### src/design/smpq_pkg.sv
`default_nettype none
package smpq_pkg;

  localparam int unsigned SMPQ_DEPTH_DEFAULT = 16;
  localparam int unsigned DATA_W  = 32;
  localparam int unsigned COUNT_W = 5;
  localparam int unsigned STAT_W  = 2;

  localparam logic CMD_PUSH = 1'b0;
  localparam logic CMD_POP  = 1'b1;

  localparam logic [STAT_W-1:0] STATUS_OK         = 2'd0;
  localparam logic [STAT_W-1:0] STATUS_FULL       = 2'd1;
  localparam logic [STAT_W-1:0] STATUS_POP_EMPTY  = 2'd2;

  // Operation broadcast to every cell in a cycle
  typedef struct packed {
    logic push;
    logic pop;
  } smpq_op_t;

  typedef struct packed {
    logic signed [DATA_W-1:0] head_value;
    logic                     head_valid;
    logic [COUNT_W-1:0]       entry_count;
    logic [STAT_W-1:0]        status;
  } smpq_res_t;

endpackage
`default_nettype wire

### src/design/smpq_cell.sv
`default_nettype none
module smpq_cell (
  input  wire logic                             clk,
  input  wire logic                             rst_n,
  input  wire smpq_pkg::smpq_op_t               op,
  input  wire logic signed [smpq_pkg::DATA_W-1:0] push_value,
  input  wire logic signed [smpq_pkg::DATA_W-1:0] left_value,
  input  wire logic                             left_valid,
  input  wire logic                             left_gt,
  input  wire logic signed [smpq_pkg::DATA_W-1:0] right_value,
  input  wire logic                             right_valid,
  output logic signed [smpq_pkg::DATA_W-1:0]    value_r,
  output logic                                  valid_r,
  output logic                                  gt,
  output logic signed [smpq_pkg::DATA_W-1:0]    value_nxt,
  output logic                                  valid_nxt
);
  import smpq_pkg::*;

  // Entry stays put when it beats the pushed value; list is sorted so this
  // is a prefix of the chain.
  assign gt = valid_r && (value_r > push_value);

  always_comb begin
    value_nxt = value_r;
    valid_nxt = valid_r;
    if (op.push) begin
      if (!gt) begin
        value_nxt = left_gt ? push_value : left_value;
      end
      valid_nxt = left_valid;
    end else if (op.pop) begin
      value_nxt = right_value;
      valid_nxt = right_valid;
    end
  end

  always_ff @(posedge clk) begin
    value_r <= value_nxt;
  end

  always_ff @(posedge clk) begin
    if (!rst_n) begin
      valid_r <= 1'b0;
    end else begin
      valid_r <= valid_nxt;
    end
  end

endmodule
`default_nettype wire

### src/design/sorted_max_priority_queue.sv
// A request's result is registered (output or skid register) before it shows on out_*.
// Throughput: one request per cycle while in_stall is low; every cell compares against
// the pushed value in parallel and shifts one place toward its neighbor in the same cycle.
// A two-entry output stage (result register plus skid register) absorbs out_stall.
// Reset: entry valid bits, fill count and output valid flags clear; stored values do not.
`default_nettype none
module sorted_max_priority_queue #(
  parameter int unsigned QUEUE_DEPTH = smpq_pkg::SMPQ_DEPTH_DEFAULT
) (
  input  wire logic                             clk,
  input  wire logic                             rst_n,
  input  wire logic                             in_valid,
  output logic                                  in_stall,
  input  wire logic                             in_command,
  input  wire logic signed [smpq_pkg::DATA_W-1:0] in_value,
  output logic                                  out_valid,
  input  wire logic                             out_stall,
  output logic signed [smpq_pkg::DATA_W-1:0]    out_head_value,
  output logic                                  out_head_valid,
  output logic [smpq_pkg::COUNT_W-1:0]          out_entry_count,
  output logic [smpq_pkg::STAT_W-1:0]           out_status
);
  import smpq_pkg::*;

  localparam int unsigned CW = $clog2(QUEUE_DEPTH + 1);

  logic signed [DATA_W-1:0] val     [QUEUE_DEPTH];
  logic signed [DATA_W-1:0] val_nxt [QUEUE_DEPTH];
  logic [QUEUE_DEPTH-1:0]   vld;
  logic [QUEUE_DEPTH-1:0]   vld_nxt;
  logic [QUEUE_DEPTH-1:0]   gt;

  logic [CW-1:0] count_r;
  logic [CW-1:0] count_nxt;
  logic          accept;
  logic          full;
  logic          empty;
  smpq_op_t      op;
  smpq_res_t     res_nxt;
  smpq_res_t     out_r;
  smpq_res_t     skid_r;
  logic          out_valid_r;
  logic          skid_valid_r;
  logic          take;

  assign in_stall = skid_valid_r;
  assign accept   = in_valid && !in_stall;
  assign full     = vld[QUEUE_DEPTH-1];
  assign empty    = !vld[0];

  assign op.push = accept && (in_command == CMD_PUSH) && !full;
  assign op.pop  = accept && (in_command == CMD_POP) && !empty;

  genvar i;
  generate
    for (i = 0; i < QUEUE_DEPTH; i++) begin : g_cell
      logic signed [DATA_W-1:0] l_val;
      logic                     l_vld;
      logic                     l_gt;
      logic signed [DATA_W-1:0] r_val;
      logic                     r_vld;

      if (i == 0) begin : g_first
        assign l_val = in_value;
        assign l_vld = 1'b1;
        assign l_gt  = 1'b1;
      end else begin : g_mid
        assign l_val = val[i-1];
        assign l_vld = vld[i-1];
        assign l_gt  = gt[i-1];
      end

      if (i == QUEUE_DEPTH - 1) begin : g_last
        assign r_val = val[i];
        assign r_vld = 1'b0;
      end else begin : g_inner
        assign r_val = val[i+1];
        assign r_vld = vld[i+1];
      end

      smpq_cell u_cell (
        .clk         (clk),
        .rst_n       (rst_n),
        .op          (op),
        .push_value  (in_value),
        .left_value  (l_val),
        .left_valid  (l_vld),
        .left_gt     (l_gt),
        .right_value (r_val),
        .right_valid (r_vld),
        .value_r     (val[i]),
        .valid_r     (vld[i]),
        .gt          (gt[i]),
        .value_nxt   (val_nxt[i]),
        .valid_nxt   (vld_nxt[i])
      );
    end
  endgenerate

  always_comb begin
    count_nxt = count_r;
    if (op.push) begin
      count_nxt = count_r + CW'(1);
    end else if (op.pop) begin
      count_nxt = count_r - CW'(1);
    end
  end

  always_comb begin
    res_nxt.head_valid  = vld_nxt[0];
    res_nxt.head_value  = vld_nxt[0] ? val_nxt[0] : '0;
    res_nxt.entry_count = COUNT_W'(count_nxt);
    res_nxt.status      = STATUS_OK;
    if (in_command == CMD_PUSH && full) begin
      res_nxt.status = STATUS_FULL;
    end else if (in_command == CMD_POP && empty) begin
      res_nxt.status = STATUS_POP_EMPTY;
    end
  end

  always_ff @(posedge clk) begin
    if (!rst_n) begin
      count_r <= '0;
    end else begin
      count_r <= count_nxt;
    end
  end

  assign take = out_valid_r && !out_stall;

  always_ff @(posedge clk) begin
    if (!rst_n) begin
      out_valid_r  <= 1'b0;
      skid_valid_r <= 1'b0;
    end else if (!out_valid_r || take) begin
      if (skid_valid_r) begin
        out_valid_r  <= 1'b1;
        skid_valid_r <= 1'b0;
      end else begin
        out_valid_r <= accept;
      end
    end else if (accept) begin
      skid_valid_r <= 1'b1;
    end
  end

  always_ff @(posedge clk) begin
    if (!out_valid_r || take) begin
      if (skid_valid_r) begin
        out_r <= skid_r;
      end else if (accept) begin
        out_r <= res_nxt;
      end
    end else if (accept) begin
      skid_r <= res_nxt;
    end
  end

  assign out_valid       = out_valid_r;
  assign out_head_value  = out_r.head_value;
  assign out_head_valid  = out_r.head_valid;
  assign out_entry_count = out_r.entry_count;
  assign out_status      = out_r.status;

  a_skid_behind_out: assert property (@(posedge clk) disable iff (!rst_n)
    skid_valid_r |-> out_valid_r)
    else $error("skid entry held without a result in the output register");

  a_count_matches_cells: assert property (@(posedge clk) disable iff (!rst_n)
    count_r == CW'($countones(vld)))
    else $error("fill count disagrees with cell valid bits");

  a_head_sorted: assert property (@(posedge clk) disable iff (!rst_n)
    vld[1] |-> (val[0] >= val[1]))
    else $error("head entry smaller than its successor");

  a_push_grows: assert property (@(posedge clk) disable iff (!rst_n)
    op.push |=> count_r == $past(count_r) + CW'(1))
    else $error("accepted push did not add an entry");

endmodule
`default_nettype wire
### config.mk
export PLATFORM = sky130hd
export DESIGN_NAME = sorted_max_priority_queue
export DESIGN_NICKNAME = d
export VERILOG_FILES = /design/src/design/smpq_pkg.sv /design/src/design/smpq_cell.sv /design/src/design/sorted_max_priority_queue.sv
export SDC_FILE = /design/constraint.sdc
export NUM_CORES = 2
export LEC_CHECK = 0
export ABC_AREA = 1
export BUFFER_PORTS_ARGS = -buffer_cell sky130_fd_sc_hd__buf_2
export CORE_UTILIZATION = 27
export DETAILED_ROUTE_END_ITERATION = 6
export SYNTH_ARGS = -nofsm -noshare
export SYNTH_HDL_FRONTEND = slang
export SYNTH_HIERARCHICAL = 1
export SYNTH_SLANG_ARGS = --single-unit
### constraint.sdc
create_clock -name clk -period 7.48 [get_ports clk]
set_input_delay 0.748 -clock clk [delete_from_list [all_inputs] [get_ports clk]]
set_output_delay 0.748 -clock clk [all_outputs]
set_load 0.02 [all_outputs]
# [Yosys cells after proc, flatten, opt, wreduce, memory -nomap -nowiden]
# Index checks and enable logic that the tools add are counted.
[classes] reduce_logical=50 n_bitwise=4 n_addsub=2 eq_ne=14 n_lt_le_gt_ge=16 mux=100
[op_table] cell="$mux W32" count=61
[op_table] cell="$gt A32 B32 Y1" count=16
[op_table] cell="$mux W40" count=2
[op_table] cell="$reduce_and A2 Y1" count=17
[op_table] cell="$mux W1" count=33
[op_table] cell="$ne A2 B2 Y1 const B" count=14
[op_table] cell="$logic_and A1 B1 Y1" count=24
[op_table] cell="$mux W5" count=2
[op_table] cell="$add A5 B1 Y5 const B" count=1
[op_table] cell="$logic_not A1 Y1" count=5
[op_table] cell="$sub A5 B1 Y5 const B" count=1
[op_table] cell="$mux W2" count=2
[op_table] cell="$not A1 Y1" count=4
[op_table] cell="$reduce_bool A2 Y1" count=2
[op_table] cell="$reduce_or A2 Y1" count=1
[op_table] cell="$logic_or A1 B1 Y1" count=1
[totals] in_bits=37 word_cells=229 output_inout_bits=42 regBits=615

# [Longest topological paths before layout]
[logic_depth] depth_word=9 ltp_mapped=24

# [By module]
# The synthesis kept the hierarchy.
[by_module_without_submodules] module="smpq_cell (g_cell[0].u_cell ...)" n_inst=14 cells_each=508 area_per_inst_um2=3054.2 seq_area_each_um2=660.6
[by_module_without_submodules] module="smpq_cell (g_cell[8].u_cell ...)" n_inst=2 cells_each=506 area_per_inst_um2=3069.2 seq_area_each_um2=660.6
[by_module_without_submodules] module="sorted_max_priority_queue" n_inst=1 cells_each=319 area_per_inst_um2=3523.4 seq_area_each_um2=2542.4

# [Least setup slack after synthesis]
# Ideal clock, no wire load.
[synth_path] path_kind="input to register" from="in in_valid" to="reg out_r, in the netlist out_entry_count[0] (enable)" arrival_ns=2.771 required_time_ns=7.029 path_slack_ns=4.258 cell_stages=2 n_path_buf=0 setup_ns=0.451 path_cell_list="nor2_1 -> a21oi_1"
[synth_between] elab_chain_cells=3
[synth_lines] item="start: declaration" line="sorted_max_priority_queue.sv:12" rtl="input wire logic in_valid,"
[synth_lines] item="$logic_and A1 B1 Y1" line="sorted_max_priority_queue.sv:47" rtl="assign accept = in_valid && !in_stall;"
[synth_lines] item="$reduce_bool A2 Y1 (no source line)"
[synth_lines] item="$reduce_and A2 Y1 (no source line)"
[synth_lines] item="end signal: assignment" line="sorted_max_priority_queue.sv:150" rtl="out_r <= skid_r;"
[synth_lines] item="end signal: assignment" line="sorted_max_priority_queue.sv:152" rtl="out_r <= res_nxt;"
[synth_lines] item="end: declaration" line="sorted_max_priority_queue.sv:40" rtl="smpq_res_t out_r;"
# Every way passes these cells.
# A chain may end at the register's enable or synchronous reset.

==> flow_metrics.env <==
export IMPL_ctsHtreeMaxLevel=3
export IMPL_vias=54920
export IMPL_fin_crit_ps=4970
export IMPL_skew_ps=26.9
export IMPL_hpwl_mm=132
export IMPL_dr_pass1_iters=6
export IMPL_dp_cells=10570
export IMPL_vdd_ir_drop_worst_v=0.000194
export IMPL_crit_arrival_ps=5550
export IMPL_pwr_share_comb_pct=39.1
export IMPL_port_buffers=78
export IMPL_p_clk_share_pct=25.3
export IMPL_power_switching_mw=7.11
export IMPL_min_path_type="in -> reg"
export IMPL_worstSetupPathType="in -> reg"
export IMPL_cts_buffers=75
export IMPL_routedWlPerCell_um=17.2
export IMPL_cts_sinks=615
export IMPL_holdBufCountCts=0
export IMPL_final_nets=8672
export IMPL_worstMarginPinSlew_ps=1170
export IMPL_cp_required_ps=8060
export IMPL_antenna_found_initial=14
export IMPL_grt_pass1_wl_mm=284
export IMPL_leakage_nw=28.3
export IMPL_crit_family="simple AND/OR/NAND/NOR gates"
export IMPL_die_area_um2=196000
export IMPL_netSwitchingFraction_pct=44.8
export IMPL_final_fill_count=21018
export IMPL_die_w_um=443
export IMPL_drt_total_wl_mm=184
export IMPL_path_cells="buf_2, buf_4, inv_1, ha_1, a21oi_1, o21ai_0, nor2_1, nand2_1, nand2_1, nand3_2, nand3_4, inv_1, buf_4, o21ai_0, nand2_1, nand3_1, nand2_1"
export IMPL_insertion_delay_ps=700
export IMPL_postCtsSetupBuffers=0
export IMPL_grt_max_degree=233
export IMPL_postRouteAntennaNets=0
export IMPL_final_cells=10708
export IMPL_cts_root_buf="clkbuf_16"
export IMPL_cts_resized_gates=0
export IMPL_initial_core_util_pct=27.2
export IMPL_finalHoldViolCount=0
export IMPL_clockBufferDepth=3
export IMPL_fmax_mhz=201
export IMPL_cp_end_kind="flip-flop"
export IMPL_path_max_fanout=56
export IMPL_sequentialPowerShare_pct=35.6
export IMPL_finalSetupTns_ps=0
export IMPL_setup_viol=0
export IMPL_yosysWarnings=6
export IMPL_clk_pin_slew_worst_paths_ps=60
export IMPL_overflow=0
export IMPL_io_pins=79
export IMPL_drive_gt1_share_pct=4.67
export IMPL_power_density_nw_per_um2=279
export IMPL_synth_cells=8442
export IMPL_drt_iter0_markers=4770
export IMPL_internal_power_mw=8.77
export IMPL_critPathMaxStageDelay_ps=750
export IMPL_slew_viol_final=0
export IMPL_synth_area_per_cell_um2=6.21
export IMPL_rsz0062_at_grt="no"
export IMPL_start_kind="primary input"
export IMPL_min_period_over_period_pct=66.5
export IMPL_cts_tree="done"
export IMPL_path_common_cell="nand2_1"
export IMPL_fp_row_count=161
export IMPL_areaGrowthSynthToFinish_pct=8.54
export IMPL_crit_buf_inv=5
export IMPL_die_h_um=443
export IMPL_maxSlewHeadroom_pct=22.0
export IMPL_gp_congestion=0.898
export IMPL_vias_per_cell=5.13
export IMPL_drc_errors=0
export IMPL_grtUsageTotal_pct=17.9
export IMPL_cap_violations=0
export IMPL_crit_slowest_cell="nand3_4"
export IMPL_core_area_um2=193000
export IMPL_grt_pass1_vias=50392
export IMPL_synth_cell_area_um2=52400
export IMPL_status="complete, no violations"
-- cell type report --
type                       count  area (um2)  share of cell area (%)
antenna                        2        5.00                 0.00880
clock buffer                 108        2200                    3.87
clock inverter                28         389                   0.684
inverter                    1262        4740                    8.34
multi-input combinational   6026       32400                    56.9
sequential                   615       13100                    23.1
tap                         2526        3160                    5.56
timing repair buffer         141         888                    1.56
-- flip-flops by register name (all words and copies together), names as in the netlist, 2 cells and up --
signal / cells
g_cell.u_cell/value_r: 512
skid_r: 40
out_head_value: 32
g_cell.u_cell/valid_r: 16
count_r: 5
out_entry_count: 5
out_status: 2
-- metrics by stage --
step	setup slack (ps)	util [%]	hold WS (ps)	total power, mW	cell area, um2
6_report	2510	29.5	422	15.9	56900
4_1_cts	2650	29.5	367	15.9	56900
2_1_floorplan	4260	-	460	9.68	52400
3_3_place_gp	1900	28.2	504	11.6	54300
3_5_place_dp	1930	28.2	510	11.8	54300
5_1_grt	2110	29.5	409	17.1	56900
-- worst min-delay path, delay by kind of cell --
kind	cells	cell delay (ps)
buf+inv	1	110
simple gates	2	190
-- metal layers --
layer	wire [um]	GRT usage, %	part of all wire [%]
met1	83200	24.0	45
met3	11000	2.48	6.0
met5	115	0	0.063
met4	5940	5.87	3.2
met2	83400	29.5	45
-- power groups by stage --
| stage | Combinational, mW | Sequential [mW] | Clock (mW) |
|---|---|---|---|
| finish | 6.21 | 5.65 | 4.02 |
| global route | 7.11 | 5.74 | 4.21 |
| CTS | 6.10 | 5.65 | 4.11 |
| detailed placement | 6.06 | 5.72 | 0 |
| global placement | 5.87 | 5.71 | 0 |
| floorplan | 4.72 | 4.96 | 0 |
-- placed cells by master, fill, tap and decap left out, types with 16 or more instances in the layout --
master and count:
inv_2 17, o21a_1 32, edfxtp_1 80, nand3_1 552
nand2_2 17, inv_1 1244, dfxtp_1 534, mux2i_1 16
buf_2 78, buf_4 61, nand2_1 2247, clkbuf_8 16
a21oi_1 723, o21ai_0 1072, nand4_1 519, ha_1 514
a21o_1 16, clkbuf_16 77, and2_1 16, nand3_2 30
nor2_1 195, a21oi_2 16
-- worst paths after layout --
kind              slack (ps)                      endpoint                     startpoint  cells past startpoint
setup reg to reg        2870  g_cell[12].u_cell/value_r[9]  g_cell[11].u_cell/value_r[31]                     13
setup / recovery        2510  g_cell[9].u_cell/value_r[12]                   in_value[13]                     17
hold reg to reg          510            out_entry_count[2]                      skid_r[4]                      2
hold / removal           420                      in_stall                       in_valid                      3
Note: power is estimated with default switching activity, not from simulation.
